--- config.mk ---
export PLATFORM = sky130hd
export DESIGN_NAME = tick_timer_table_unit
export DESIGN_NICKNAME = d
export VERILOG_FILES = /design/src/hw/rtl/ttt_pkg.sv /design/src/hw/rtl/ttt_ram.sv /design/src/hw/rtl/ttt_datapath.sv /design/src/hw/rtl/ttt_ctrl.sv /design/src/hw/rtl/tick_timer_table_unit.sv
export VERILOG_INCLUDE_DIRS = /design/src /design/src/hw/rtl
export SDC_FILE = /design/constraint.sdc
export NUM_CORES = 1
export LEC_CHECK = 0
export BUFFER_PORTS_ARGS = -buffer_cell sky130_fd_sc_hd__buf_4
export CAP_MARGIN = 10
export CORE_ASPECT_RATIO = 0.8
export CORE_MARGIN = 3
export CORE_UTILIZATION = 45
export DETAILED_ROUTE_END_ITERATION = 16
export PLACE_DENSITY_LB_ADDON = 0.12
export SYNTH_ARGS = -nofsm -noshare
export SYNTH_HDL_FRONTEND = slang
export SYNTH_HIERARCHICAL = 1
export SYNTH_SLANG_ARGS = --single-unit
--- constraint.sdc ---
create_clock -name clk -period 14.89 [get_ports clk]
set_clock_uncertainty 0.05 [all_clocks]
set_input_delay 0.7445 -clock clk [delete_from_list [all_inputs] [get_ports clk]]
set_output_delay 0.7445 -clock clk [all_outputs]
set_load 0.005 [all_outputs]
--- src/hw/rtl/assert_macros.svh ---
// Assertion macros shared by the timer table RTL.
`ifndef ASSERT_MACROS_SVH
`define ASSERT_MACROS_SVH
// Implication checked on every clock edge outside reset.
`define ASSERT_IMPL(label, clk, rst_n, ante, cons) \
	label: assert property (@(posedge clk) disable iff (!rst_n) (ante) |-> (cons)) \
		else $error("assertion failed");
// Next-cycle implication.
`define ASSERT_NEXT(label, clk, rst_n, ante, cons) \
	label: assert property (@(posedge clk) disable iff (!rst_n) (ante) |=> (cons)) \
		else $error("assertion failed");
`endif

--- src/hw/rtl/ttt_pkg.sv ---
// Types and codes shared by the tick timer table modules.
package ttt_pkg;
	localparam logic [1:0] CMD_TICK  = 2'd0;
	localparam logic [1:0] CMD_REG   = 2'd1;
	localparam logic [1:0] CMD_UNREG = 2'd2;
	localparam logic [1:0] CMD_UNALL = 2'd3;

	localparam logic [2:0] K_INTERVAL   = 3'd0;
	localparam logic [2:0] K_END        = 3'd1;
	localparam logic [2:0] K_TICK_DONE  = 3'd2;
	localparam logic [2:0] K_REGISTERED = 3'd3;
	localparam logic [2:0] K_DUPLICATE  = 3'd4;
	localparam logic [2:0] K_FULL       = 3'd5;
	localparam logic [2:0] K_UNREG_DONE = 3'd6;

	// controller -> datapath
	typedef struct packed {
		logic load;      // latch input beat
		logic rd;        // issue read of entry at scan index
		logic proc;      // read data valid: evaluate entry
		logic fin;       // scan finished: form summary result
		logic clr_scan;  // reset scan and write indexes
	} dp_cmd_t;

	// datapath -> controller
	typedef struct packed {
		logic scan_end;  // scan index reached occupancy
		logic ev_pend;   // entry evaluation produced a result
	} dp_sts_t;
endpackage

--- src/hw/rtl/ttt_ram.sv ---
// Generic single-port-write, single-read RAM with registered read data.
module ttt_ram #(
	parameter int WIDTH = 64,
	parameter int DEPTH = 16
) (
	input  logic                     clk,
	input  logic                     we,
	input  logic [$clog2(DEPTH)-1:0] waddr,
	input  logic [WIDTH-1:0]         wdata,
	input  logic [$clog2(DEPTH)-1:0] raddr,
	output logic [WIDTH-1:0]         rdata
);
	logic [WIDTH-1:0] mem [DEPTH];

	always_ff @(posedge clk) begin
		if (we)
			mem[waddr] <= wdata;
		rdata <= mem[raddr];
	end
endmodule

--- src/hw/rtl/ttt_datapath.sv ---
// Datapath: entry RAM, scan and compaction indexes, result formation.
module ttt_datapath
	import ttt_pkg::*;
#(
	parameter int MAX_TIMERS = 16,
	parameter int COUNT_BITS = 16
) (
	input  logic        clk,
	input  logic        arst_n,
	input  dp_cmd_t     cmd_i,
	output dp_sts_t     sts_o,
	input  logic [1:0]  in_cmd,
	input  logic [15:0] in_key,
	input  logic [15:0] in_target,
	input  logic [15:0] in_total,
	output logic [2:0]  res_kind,
	output logic [15:0] res_key,
	output logic [15:0] res_target,
	output logic [15:0] res_value
);
	localparam int AW = $clog2(MAX_TIMERS);
	localparam int OW = $clog2(MAX_TIMERS + 1);
	localparam int EW = 32 + 2 * COUNT_BITS;

	logic [1:0]  cmd_q;
	logic [15:0] key_q, target_q;
	logic [COUNT_BITS-1:0] total_q;
	logic [OW-1:0] occ_q, ridx_q, widx_q;
	logic dup_q, hit_q;

	logic we;
	logic [AW-1:0] waddr;
	logic [EW-1:0] wdata, rdata;

	ttt_ram #(.WIDTH(EW), .DEPTH(MAX_TIMERS)) u_ram (
		.clk(clk), .we(we), .waddr(waddr), .wdata(wdata),
		.raddr(ridx_q[AW-1:0]), .rdata(rdata)
	);

	logic [15:0] e_key, e_tgt;
	logic [COUNT_BITS-1:0] e_cnt, e_tot, n_cnt;
	logic adv, drop, match;
	assign e_key = rdata[EW-1 -: 16];
	assign e_tgt = rdata[EW-17 -: 16];
	assign e_cnt = rdata[2*COUNT_BITS-1 -: COUNT_BITS];
	assign e_tot = rdata[COUNT_BITS-1:0];
	assign match = (e_key == key_q) && (e_tgt == target_q);

	always_comb begin
		adv = 1'b0;
		drop = 1'b0;
		n_cnt = e_cnt;
		case (cmd_q)
			CMD_TICK: begin
				adv = e_cnt < e_tot;
				if (adv)
					n_cnt = e_cnt + 1'b1;
				drop = !(n_cnt < e_tot);
			end
			CMD_UNREG: drop = match && !hit_q;
			CMD_UNALL: drop = e_tgt == target_q;
			default: drop = 1'b0;
		endcase
	end

	// Compaction writes kept entries back at the write index; register appends.
	always_comb begin
		we = 1'b0;
		waddr = widx_q[AW-1:0];
		wdata = {e_key, e_tgt, n_cnt, e_tot};
		if (cmd_i.proc && cmd_q != CMD_REG && !drop)
			we = 1'b1;
		if (cmd_i.fin && cmd_q == CMD_REG && !dup_q && occ_q != OW'(MAX_TIMERS)) begin
			we = 1'b1;
			waddr = occ_q[AW-1:0];
			wdata = {key_q, target_q, {COUNT_BITS{1'b0}}, total_q};
		end
	end

	assign sts_o.scan_end = ridx_q == occ_q;
	assign sts_o.ev_pend = cmd_q == CMD_TICK && adv;

	// Totals beyond the count range clamp to the largest count.
	logic [31:0] tot_wide;
	logic [COUNT_BITS-1:0] tot_clamp;
	assign tot_wide = {16'd0, in_total};
	always_comb begin
		if ((tot_wide >> COUNT_BITS) != 32'd0)
			tot_clamp = {COUNT_BITS{1'b1}};
		else
			tot_clamp = tot_wide[COUNT_BITS-1:0];
	end

	always_ff @(posedge clk or negedge arst_n) begin
		if (!arst_n) begin
			occ_q <= '0;
			ridx_q <= '0;
			widx_q <= '0;
			dup_q <= 1'b0;
			hit_q <= 1'b0;
		end else begin
			if (cmd_i.clr_scan) begin
				ridx_q <= '0;
				widx_q <= '0;
				dup_q <= 1'b0;
				hit_q <= 1'b0;
			end
			if (cmd_i.rd)
				ridx_q <= ridx_q + 1'b1;
			if (cmd_i.proc) begin
				if (cmd_q != CMD_REG && !drop)
					widx_q <= widx_q + 1'b1;
				if (cmd_q == CMD_REG && match)
					dup_q <= 1'b1;
				if (cmd_q == CMD_UNREG && match)
					hit_q <= 1'b1;
			end
			if (cmd_i.fin) begin
				if (cmd_q == CMD_REG) begin
					if (!dup_q && occ_q != OW'(MAX_TIMERS))
						occ_q <= occ_q + 1'b1;
				end else begin
					occ_q <= widx_q;
				end
			end
		end
	end

	always_ff @(posedge clk) begin
		if (cmd_i.load) begin
			cmd_q <= in_cmd;
			key_q <= in_key;
			target_q <= in_target;
			total_q <= tot_clamp;
		end
		if (cmd_i.proc && cmd_q == CMD_TICK) begin
			res_kind <= (n_cnt < e_tot) ? K_INTERVAL : K_END;
			res_key <= e_key;
			res_target <= e_tgt;
			res_value <= 16'(n_cnt);
		end
		if (cmd_i.fin) begin
			case (cmd_q)
				CMD_TICK: begin
					res_kind <= K_TICK_DONE;
					res_key <= '0;
					res_target <= '0;
					res_value <= 16'(occ_q - widx_q);
				end
				CMD_REG: begin
					res_key <= key_q;
					res_target <= target_q;
					res_value <= '0;
					if (dup_q)
						res_kind <= K_DUPLICATE;
					else if (occ_q == OW'(MAX_TIMERS))
						res_kind <= K_FULL;
					else
						res_kind <= K_REGISTERED;
				end
				default: begin
					res_kind <= K_UNREG_DONE;
					res_key <= key_q;
					res_target <= target_q;
					res_value <= 16'(occ_q - widx_q);
				end
			endcase
		end
	end
endmodule

--- src/hw/rtl/ttt_ctrl.sv ---
// Controller: sequences the table scan and the output handshake.
module ttt_ctrl
	import ttt_pkg::*;
(
	input  logic    clk,
	input  logic    arst_n,
	input  logic    in_valid,
	output logic    in_ready,
	output logic    out_valid,
	input  logic    out_ready,
	output logic    out_last,
	output dp_cmd_t cmd_o,
	input  dp_sts_t sts_i
);
	`include "assert_macros.svh"

	typedef enum logic [5:0] {
		S_IDLE = 6'b000001,
		S_RD   = 6'b000010,
		S_PROC = 6'b000100,
		S_EVT  = 6'b001000,
		S_FIN  = 6'b010000,
		S_OUT  = 6'b100000
	} state_t;

	state_t state_q, state_d;

	always_comb begin
		cmd_o = '0;
		state_d = state_q;
		in_ready = 1'b0;
		out_valid = 1'b0;
		out_last = 1'b0;
		case (state_q)
			S_IDLE: begin
				in_ready = 1'b1;
				if (in_valid) begin
					cmd_o.load = 1'b1;
					cmd_o.clr_scan = 1'b1;
					state_d = S_RD;
				end
			end
			S_RD: begin
				if (sts_i.scan_end) begin
					state_d = S_FIN;
				end else begin
					cmd_o.rd = 1'b1;
					state_d = S_PROC;
				end
			end
			S_PROC: begin
				cmd_o.proc = 1'b1;
				state_d = sts_i.ev_pend ? S_EVT : S_RD;
			end
			S_EVT: begin
				out_valid = 1'b1;
				if (out_ready)
					state_d = S_RD;
			end
			S_FIN: begin
				cmd_o.fin = 1'b1;
				state_d = S_OUT;
			end
			S_OUT: begin
				out_valid = 1'b1;
				out_last = 1'b1;
				if (out_ready)
					state_d = S_IDLE;
			end
			default: state_d = S_IDLE;
		endcase
	end

	always_ff @(posedge clk or negedge arst_n) begin
		if (!arst_n)
			state_q <= S_IDLE;
		else
			state_q <= state_d;
	end

	`ASSERT_IMPL(a_onehot, clk, arst_n, 1'b1, $onehot(state_q))
	`ASSERT_IMPL(a_no_overlap, clk, arst_n, out_valid, !in_ready)
	`ASSERT_NEXT(a_fin_out, clk, arst_n, cmd_o.fin, out_valid && out_last)
endmodule

--- src/hw/rtl/tick_timer_table_unit.sv ---
// Tick timer table top level: stream ports around controller and datapath.
// One command beat at a time. Each command scans the occupied entries, each
// with a RAM read and then an evaluate and compact-write, emits a beat for each
// tick event, and ends with scan end, summary and final beat; a new input beat
// is accepted only after the final beat is taken. Timers are kept in a single
// RAM of MAX_TIMERS entries; no clearing pass is needed.
module tick_timer_table_unit
	import ttt_pkg::*;
#(
	parameter int MAX_TIMERS = 16,
	parameter int COUNT_BITS = 16
) (
	input  logic        clk,
	input  logic        arst_n,
	input  logic        s_tvalid,
	output logic        s_tready,
	input  logic [55:0] s_tdata,   // cmd[1:0], key_id[17:2], target_id[33:18],
	                               // total_ticks[49:34], zero pad
	output logic        m_tvalid,
	input  logic        m_tready,
	output logic [55:0] m_tdata,   // kind[2:0], ev_key[18:3], ev_target[34:19],
	                               // value[50:35], zero pad
	output logic        m_tlast
);
	dp_cmd_t cmd;
	dp_sts_t sts;
	logic [2:0]  kind;
	logic [15:0] ev_key, ev_target, value;

	ttt_ctrl u_ctrl (
		.clk(clk), .arst_n(arst_n),
		.in_valid(s_tvalid), .in_ready(s_tready),
		.out_valid(m_tvalid), .out_ready(m_tready), .out_last(m_tlast),
		.cmd_o(cmd), .sts_i(sts)
	);

	ttt_datapath #(.MAX_TIMERS(MAX_TIMERS), .COUNT_BITS(COUNT_BITS)) u_dp (
		.clk(clk), .arst_n(arst_n), .cmd_i(cmd), .sts_o(sts),
		.in_cmd(s_tdata[1:0]), .in_key(s_tdata[17:2]),
		.in_target(s_tdata[33:18]), .in_total(s_tdata[49:34]),
		.res_kind(kind), .res_key(ev_key), .res_target(ev_target), .res_value(value)
	);

	assign m_tdata = {5'd0, value, ev_target, ev_key, kind};
endmodule

# [Word-level counts from Yosys, hierarchy flattened]
# Memory sizes are Yosys's and may differ from the RTL's. A register that Yosys moved wholly into a read port is not among the register bits.
# Cells that the tools add are included.
[word_totals] memories=1 register_bits=124 ram_bits=1024 elab_cells=119
[mem_list] name="u_dp.u_ram.mem" depth=16 word_bits=64 read_ports=1 rd_clocked_by_memory_dff=1 write_ports=1 line="ttt_ram.sv:13" source="logic [WIDTH-1:0] mem [DEPTH];"
[op_classes] eq_ne=19 n_addsub=5 n_mux=54 reduce_logical=23 order_cmp=3
[ops] operator="two-way mux 16 bit" n=12
[ops] operator="two-way mux 64 bit" n=1
[ops] operator="less-than comparator 16 bit" n=3
[ops] operator="two-way mux 5 bit" n=8
[ops] operator="case mux 6 bit (6 select lines)" n=1
[ops] operator="== test 16 bit" n=2
[ops] operator="two-way mux 1 bit" n=21
[ops] operator="two-way mux 6 bit" n=3
[ops] operator="adder 16 x 1 -> 16 bit, second input constant" n=1
[ops] operator="adder 5 x 1 -> 5 bit, second input constant" n=3
[ops] operator="logical AND 1 bit" n=13
[ops] operator="two-way mux 3 bit" n=4
[ops] operator="two-way mux 4 bit" n=2
[ops] operator="inequality test 2 bit, second input constant" n=4
[ops] operator="== test 6 x 1 -> 1 bit, second input constant" n=1
[ops] operator="== test 6 x 2 -> 1 bit, second input constant" n=1
[ops] operator="== test 6 x 3 -> 1 bit, second input constant" n=1
[ops] operator="== test 6 x 4 -> 1 bit, second input constant" n=1
[ops] operator="== test 6 x 5 -> 1 bit, second input constant" n=1
[ops] operator="== test 6 bit, second input constant" n=1
[ops] operator="case mux 3 bit (2 select lines)" n=1
[ops] operator="subtractor 5 x 5 -> 6 bit" n=1
[ops] operator="== test 5 bit" n=1
[ops] operator="== test 5 bit, second input constant" n=1
[ops] operator="other kinds (11)" n=16

# [Longest topological paths before layout]
# Gate-level depths: netlist (run 1).
[logic_depth] ltp_word=12 mapped_depth=20 ltp_nobuf=19

# [Cells and area by module]
# The synthesis (run 1) kept the hierarchy.
[by_module_without_submodules] mod="ttt_ram" area_per_inst_um2=39573.0 n_inst=1 cells_each=1647 seq_area_each_um2=32030.7
[by_module_without_submodules] mod="ttt_datapath" area_per_inst_um2=7478.4 n_inst=1 cells_each=778 seq_area_each_um2=3458.3
[by_module_without_submodules] mod="ttt_ctrl" area_per_inst_um2=392.9 n_inst=1 cells_each=47 seq_area_each_um2=151.4
[by_module_without_submodules] mod="tick_timer_table_unit" area_per_inst_um2=41.3 n_inst=1 cells_each=6 seq_area_each_um2=0.0

# [Worst setup path before layout (run 1)]
# OpenSTA, ideal clock, no wires.
[synth_timing] kind="register -> register" startpoint="register u_dp.u_ram.rdata[1] (read register of u_dp.u_ram.mem)" endpoint="memory u_dp.u_ram.mem[0][0] (enable)" setup_ns=0.565 stages_incl_launch_ff=20 required_time_ns=14.275 setup_slack_ns=5.730 arrival_time_ns=8.546 synth_period_minus_slack_ns=9.160 n_path_buf=1 cell_sequence="dfxtp_1 -> inv_1 -> ha_1 -> a2111o_1 -> a311oi_4 -> nand2_2 -> buf_2 -> nor3_1 -> nand3_1 -> xnor2_1 -> ha_1 -> a21o_1 -> a21o_1 -> a211oi_1 -> o211ai_1 -> a211oi_1 -> nand2_1 -> nand2_1 -> or3b_2 -> nor3_1"
[synth_between] elab_chain_cells=12
[synth_lines] element="start, declared" line="ttt_ram.sv:11" source="output logic [WIDTH-1:0] rdata"
[synth_lines] element="less-than comparator 16 bit" line="ttt_datapath.sv:55" source="adv = e_cnt < e_tot;"
[synth_lines] element="two-way mux 16 bit" line="ttt_datapath.sv:56" source="if (adv)"
[synth_lines] element="two-way mux 16 bit" line="ttt_datapath.sv:53" source="case (cmd_q)"
[synth_lines] element="less-than comparator 16 bit *" line="ttt_datapath.sv:58" source="drop = !(n_cnt < e_tot);"
[synth_lines] element="zero test 1 bit *" line="ttt_datapath.sv:58"
[synth_lines] element="case mux 1 bit (3 select lines) *" line="ttt_datapath.sv:53"
[synth_lines] element="zero test 1 bit *" line="ttt_datapath.sv:71" source="if (cmd_i.proc && cmd_q != CMD_REG && !drop)"
[synth_lines] element="logical AND 1 bit *" line="ttt_datapath.sv:71"
[synth_lines] element="two-way mux 1 bit *" line="ttt_datapath.sv:71"
[synth_lines] element="two-way mux 1 bit *" line="ttt_datapath.sv:73" source="if (cmd_i.fin && cmd_q == CMD_REG && !dup_q && occ_q != OW'(MAX_TIMERS)) begin"
[synth_lines] element="net u_dp.we" line="ttt_datapath.sv:31" source="logic we;"
[synth_lines] element="two-way mux 1 bit *" line="ttt_ram.sv:16" source="if (we)"
[synth_lines] element="two-way mux 1 bit (not written as such) *" line="ttt_ram.sv:17" source="mem[waddr] <= wdata;"
[synth_lines] element="end, declared" line="ttt_ram.sv:13"
# The timed path passes the listed nets; every way through them passes the cells marked *. The select of a mux whose other input is x is not followed.

# [Worst setup path in the final report (run 1)]
[layout_timing] startpoint="register u_dp.u_ram.rdata[9] (read register of u_dp.u_ram.mem)" endpoint="memory u_dp.u_ram.mem[10][24] (enable)"
# Same word-level chain as after synthesis.

==> flow_metrics.tcl, run 1 <==
set metrics [dict create \
    max-cap-violations 0 \
    clk_pin_slew_worst_paths_ns 0.07 \
    async_flop_share 0.0190 \
    avgSynthCellArea_um2 19.2 \
    clk_root_buffer_cell "sky130_fd_sc_hd__clkbuf_16" \
    worst_skew_pair_latency_ns 0.73 \
    area.growth.synth_to_final_pct 13.7 \
    final_cell_mix "sky130_fd_sc_hd__edfxtp_1, sky130_fd_sc_hd__mux4_2, sky130_fd_sc_hd__nand2_1" \
    die_h_um 297 \
    finalCoreUtilization 0.521 \
    vdd.ir_drop.worst_uv 96.2 \
    nNetsFinal 2782 \
    switchingPower_uw 2790 \
    clk_path_buf_depth 3 \
    final-max-slew-violation-count 0 \
    p_int_uw 6920 \
    worst_hold_slack_ns 0.141 \
    tritoncts_num_sinks 1212 \
    synth-seq-area-share 0.751 \
    max_clock_freq_ghz 0.133 \
    grt_first_pass_wirelength_um 168000 \
    worst_pin_slew_ns 1.20 \
    rrSetupSlack_ns 7.38 \
    fillers 8139 \
    power.sequential.fraction 0.471 \
    drt-vias-per-instance 5.75 \
    antenna_violating_nets_left 0 \
    ys_warn_count 6 \
    most_common_library_cell_in_the_layout_ignoring_fill_and_taps "sky130_fd_sc_hd__edfxtp_1" \
    timing.critical_path.required_ns 15.17 \
    core_um2 104000 \
    grt_setup_unrepaired "false" \
    post_synth_inst_count 2478 \
    grt_pass1_vias 24600 \
    final-setup-viol-count 0 \
    power_uw 9710 \
    ios 119 \
    timing.setup.tns_ns 0 \
    critical-path-slowest-cell "sky130_fd_sc_hd__nor2_4" \
    initial_core_util 0.458 \
    p_per_area_nw_per_um2 180 \
    critical_path.max_stage_delay_ns 1.03 \
    cell_rows 105 \
    gr-total-overflow 0 \
    layout_min_cycle_time_ns 7.51 \
    htree_levels 3 \
    syn_area_um2 47500 \
    slew_headroom 0.197 \
    post_route_cells_drive_above_1_share 0.239 \
    gp_congestion 0.826 \
    hold_class "input port to flop" \
    synth_flop_cell "sky130_fd_sc_hd__edfxtp_1" \
    p_leak_uw 0.0174 \
    number_of_diodes_added_for_antenna_fixing 0 \
    arrival_ns 7.79 \
    die_area_um2 109000 \
    crit_path_start_kind "flop" \
    setup.worst_path.class "flop to flop" \
    final_hold_viol_count 0 \
    post_drt_wl_per_cell_um 27.5 \
    setup.worst_path.end_class "flop" \
    synth_seq_cells 1212 \
    dp.final_hpwl_um 61700 \
    routed_wl_um 114000 \
    cts_tree "done" \
    track_usage 0.211 \
    run_status "complete, no violations" \
    post_cts.resized_instances 0 \
    detail_route.iter0.violations 2541 \
    sw_frac_of_total 0.288 \
    tritoncts.num_buffers 117 \
    grt_antenna_before_repair 2 \
    drc 0 \
    synth_cell_types 63 \
    synth_enable_flop_cells 1125 \
    port_buf_inserts 107 \
    clockPowerShare 0.300 \
    crit_fanout 43 \
    vias 23900 \
    die_width_um 369 \
    grt_max_degree 153 \
    layout_worst_path_cycle_share 0.504 \
    drt_pre_antenna_iters 6 \
    timing.critical_path.cells "inv_1 > ha_1 > a21oi_1 > o21ai_0 > a22oi_1 > nand2_2 > nor3_1 > nand3_1 > xnor2_1 > ha_1 > a21o_1 > a21o_1 > a211oi_1 > o211ai_1 > a211oi_1 > nand2_1 > nand2_1 > nand3b_1 > nor2_4 > buf_4" \
    comb_power_share 0.229 \
]
[timing repair]
action,4_1_cts,5_1_grt
hold buffers,1,0
endpoints found under the hold margin,22,0
setup buffers,0,0
[cell type report]
class                      instances  area (um2)  share of cell area
clock buffer                     159        3220              0.0596
inverter                          78         293             0.00542
sequential                      1212       35600               0.660
timing repair buffer             191        1460              0.0270
tap                             1391        1740              0.0322
clock inverter                    59         559              0.0104
multi-input combinational       1066       11100               0.205
[stage by stage]
step	worst slack [ns]	cells	area, um2
4_1_cts	7.40	4156	54000
3_5_place_dp	7.34	3937	50200
5_1_grt	7.01	4156	54000
6_report	7.38	4156	54000
2_1_floorplan	5.73	2482	47500
3_3_place_gp	7.56	3933	50200
[flip-flops by register name (all words and copies together), names as in the netlist]
signal and cells:
u_dp/res_kind 3, u_dp/key_q 16, u_dp/res_key 16, u_dp/dup_q 1
u_dp/hit_q 1, u_dp/target_q 16, u_dp/res_value 16, u_dp/u_ram/mem 1024
u_dp/widx_q 5, u_dp/u_ram/rdata 64, u_dp/total_q 16, u_ctrl/state_q 6
u_dp/res_target 16, u_dp/cmd_q 2, u_dp/ridx_q 5, u_dp/occ_q 5
[synthesized netlist by cell type, types with 8 or more instances]
library cell | number | area share
sky130_fd_sc_hd__a21o_1 | 17 | 0.0027
sky130_fd_sc_hd__a21oi_1 | 17 | 0.0018
sky130_fd_sc_hd__a22oi_1 | 129 | 0.020
sky130_fd_sc_hd__buf_1 | 10 | 0.00079
sky130_fd_sc_hd__buf_2 | 11 | 0.0012
sky130_fd_sc_hd__buf_4 | 26 | 0.0041
sky130_fd_sc_hd__clkbuf_1 | 71 | 0.0056
sky130_fd_sc_hd__dfrtp_1 | 22 | 0.012
sky130_fd_sc_hd__dfxtp_1 | 64 | 0.027
sky130_fd_sc_hd__edfxtp_1 | 1125 | 0.71
sky130_fd_sc_hd__ha_1 | 55 | 0.014
sky130_fd_sc_hd__inv_1 | 78 | 0.0062
sky130_fd_sc_hd__mux4_2 | 256 | 0.12
sky130_fd_sc_hd__nand2_1 | 188 | 0.015
sky130_fd_sc_hd__nand2b_1 | 9 | 0.0012
sky130_fd_sc_hd__nand3_1 | 18 | 0.0019
sky130_fd_sc_hd__nand4_1 | 15 | 0.0020
sky130_fd_sc_hd__nor2_1 | 49 | 0.0039
sky130_fd_sc_hd__nor2b_1 | 8 | 0.0011
sky130_fd_sc_hd__nor3_1 | 22 | 0.0023
sky130_fd_sc_hd__o21ai_0 | 104 | 0.011
sky130_fd_sc_hd__o21ai_1 | 16 | 0.0017
sky130_fd_sc_hd__xnor2_1 | 57 | 0.011
sky130_fd_sc_hd__xor2_1 | 17 | 0.0031
[critical path, delay by kind of cell, from the launching register on]
family	cells	cell delay (ns)
AND/OR/NAND/NOR	7	2.71
AO/OA/AOI/OAI	8	2.15
buffers and inverters	2	1.07
adder cells (fa/ha/maj)	2	0.61
flip-flops	1	0.30
XOR/XNOR	1	0.16
[per-layer routing]
metal | track usage | part of all wire | vias up | routed length [um]
met3 | 0.0334 | 0.063 | 185 | 7220
met1 | 0.313 | 0.45 | 12600 | 51000
met2 | 0.326 | 0.46 | 781 | 52700
li1 | - | - | 10300 | -
met4 | 0.0656 | 0.029 | 0 | 3340
met5 | 0 | 0 | - | 0
[power by group through the flow]
stage / Sequential, uW / Combinational, uW / Clock (uW)
after floorplan: 4560 / 1560 / 0
after global placement: 4650 / 2160 / 0
after detailed placement: 4650 / 2230 / 0
after CTS: 4580 / 2240 / 2980
after global routing: 4600 / 2450 / 3110
final: 4580 / 2220 / 2910
[logic make-up (layout without fill, tap and decap cells)]
kind of cell,Yosys count,after routing,synth area share
buffers and inverters,204,487,0.0196
and+or+nand+nor,357,357,0.0356
AOI/OAI and AO/OA,313,313,0.0431
DFF,1212,1212,0.751
other,1,5,0.0000790
adders and majority gates,56,56,0.0149
muxes,261,261,0.123
xor gates and xnor gates,74,74,0.0136
[final timing paths]
check | cells past startpoint | to | start
worst max-delay path | 20 | u_dp/u_ram/mem[10][24] | u_dp/u_ram/rdata[9]
worst min-delay path | 1 | u_dp/key_q[0] | s_tdata[2]
worst max register to register | 20 | u_dp/u_ram/mem[10][24] | u_dp/u_ram/rdata[9]
worst min register to register | 1 | u_dp/hit_q | u_dp/hit_q
max in group asynchronous | 2 | u_ctrl/state_q[0] | arst_n
min in group asynchronous | 2 | u_dp/widx_q[1] | arst_n
Note: power is estimated with default switching activity, not from simulation.
==> run 2: changes to the inputs <==
Clock period 14.89 ns to 7.25 ns, I/O delays scaled along.
==> run 2 against run 1 <==
Clock power grew 110%. Die area is the same. Routed wire length grew 1.3%. Clock-buffer cell count grew 10. Via count grew 1.6%. Final area grew 1.8%.
==> flow_metrics.tcl, run 2 (same netlist as run 1, synthesis figures left out) <==
set metrics [dict create \
    groute.layer.met2.usage 0.326 \
    setup.worst_path.end_class "flop" \
    antenna_violating_nets_left 0 \
    grt_max_degree 112 \
    final-setup-viol-count 0 \
    run_status "complete, no violations" \
    worst_pin_slew_ns 1.23 \
    critical_path.reg2reg.startpoint "u_dp/u_ram/rdata[1]" \
    cp_endpoint "u_dp/u_ram/mem[2][5]" \
    groute.layer.met3.usage 0.0351 \
    cp.depth 19 \
    critical-path-top-delay-family "simple AND/OR/NAND/NOR gates" \
    ios 119 \
    initial_core_util 0.458 \
    most_common_library_cell_in_the_layout_ignoring_fill_and_taps "sky130_fd_sc_hd__edfxtp_1" \
    rrSetupSlack_ns 0.83 \
    globalRoute.busiestLayer "met2" \
    clk_pin_slew_worst_paths_ns 0.06 \
    tritoncts.num_buffers 119 \
    timing.critical_path.required_ns 7.60 \
    grt_antenna_before_repair 3 \
    drt-vias-per-instance 5.73 \
    layout_min_cycle_time_ns 6.42 \
    p_leak_uw 0.0177 \
    met1_usage 0.323 \
    final-max-slew-violation-count 0 \
    grt_first_pass_wirelength_um 170000 \
    preCtsSetupSlack_ns 0.828 \
    gr-total-overflow 0 \
    port_buf_inserts 107 \
    biggestRegsByFlops "u_dp/u_ram/mem: 1024 flops, u_dp/u_ram/rdata: 64 flops" \
    die_area_um2 109000 \
    core_um2 104000 \
    drt_pre_antenna_iters 5 \
    crit_fanout 15 \
    detail_route.iter0.violations 2474 \
    arrival_ns 6.76 \
    htree_levels 3 \
    worst_skew_pair_latency_ns 0.71 \
    vdd.ir_drop.worst_uv 253 \
    area.growth.synth_to_final_pct 15.8 \
    vias 24200 \
    hold_class "input port to asynchronous set/reset pin" \
    cts_tree "done" \
    regToRegEndpoint "u_dp/u_ram/mem[2][5]" \
    grt_pass1_vias 24600 \
    post_drt_wl_per_cell_um 27.3 \
    die_width_um 369 \
    final_cell_mix "sky130_fd_sc_hd__edfxtp_1, sky130_fd_sc_hd__mux4_2, sky130_fd_sc_hd__nand2_1" \
    cp-startpoint "u_dp/u_ram/rdata[1]" \
    tritoncts_num_sinks 1212 \
    cell_rows 105 \
    setup.worst_path.class "flop to flop" \
    layout_worst_path_cycle_share 0.885 \
    drc 0 \
    die_h_um 297 \
    max-cap-violations 0 \
    dp.final_hpwl_um 67700 \
    gp_congestion 0.827 \
    crit_path_start_kind "flop" \
    reg2regPathDepth 19 \
    max_clock_freq_ghz 0.156 \
    timing.critical_path.cells "inv_1 > ha_1 > a2111o_1 > a311oi_4 > nand2_2 > nor3_1 > nand3_1 > xnor2_1 > ha_1 > a21o_1 > a21o_1 > a211oi_1 > o211ai_1 > a211oi_1 > nand2_1 > nand2_1 > or3b_2 > nor2_4 > buf_4" \
    critical-path-slowest-cell "sky130_fd_sc_hd__nor2_4" \
    p_per_area_nw_per_um2 368 \
    slew_headroom 0.175 \
    worst_slack_ns 0.833 \
    final_hold_viol_count 0 \
    post_cts.resized_instances 0 \
    timing.critical_path.buf_inv 2 \
    worst_hold_slack_ns 0.0755 \
    clk_root_buffer_cell "sky130_fd_sc_hd__clkbuf_16" \
    critical_path.max_stage_delay_ns 0.69 \
    top_register "u_dp/u_ram/mem" \
    routed_wl_um 116000 \
    nNetsFinal 2852 \
    track_usage 0.213 \
    post_route_cells_drive_above_1_share 0.238 \
    grt_setup_unrepaired "false" \
    clk_path_buf_depth 3 \
    largest_register_ffs 1024 \
]
run 2: cell count changes in the layout (fill, tap and decap cells not counted), moves of 7 or more:
cell,change
sky130_fd_sc_hd__o21ai_1,+20
sky130_fd_sc_hd__buf_4,-8
sky130_fd_sc_hd__clkbuf_1,+7
sky130_fd_sc_hd__buf_12,+22
sky130_fd_sc_hd__o21ai_0,-20
sky130_fd_sc_hd__dlygate4sd3_1,+53
run 2: worst min path at each step:
stage,end,slack [ns]
final,u_dp/occ_q[1],0.08
after global routing,u_dp/occ_q[1],0.06
after CTS,u_dp/occ_q[2],0.03
after detailed placement,u_ctrl/state_q[5],0.23
after global placement,u_ctrl/state_q[1],0.22
after floorplan,u_ctrl/state_q[1],0.02
run 2: timing repair:
| action | 4_1_cts | 5_1_grt |
|---|---|---|
| endpoints found under the hold margin | 77 | 0 |
| setup buffers | 0 | 0 |
| hold buffers | 54 | 0 |
run 2: layout make-up:
type / count / area (um2)
diodes: 1 / 2.50
clock buffers: 169 / 3320
clock inverters: 57 / 478
fillers: 8137 / 48700
inverters: 78 / 293
multi-input cells: 1066 / 11100
flip-flops and latches: 1212 / 35600
well taps: 1391 / 1740
repair buffers: 259 / 2390
run 2: power by group:
group          internal [uW]  switching [uW]
Clock                   3400            2580
Sequential              9030             329
Combinational           1830            3060
run 2: metrics by stage:
stage	cell area [um2]	utilization	total power (uW)	cells	setup TNS [ns]
floorplan	47500	-	12600	2482	-33.84
global placement	50600	0.488	14200	3945	0
detailed placement	50600	0.488	14300	3945	0
CTS	54900	0.530	20400	4225	0
global route	55000	0.530	21200	4232	0
finish	55000	0.530	20200	4233	0
run 2: layer usage:
| layer | routed length, um | vias up |
|---|---|---|
| li1 | - | 10500 |
| met3 | 6590 | 153 |
| met4 | 2380 | 2 |
| met5 | 13 | - |
| met2 | 53100 | 696 |
| met1 | 53600 | 12900 |
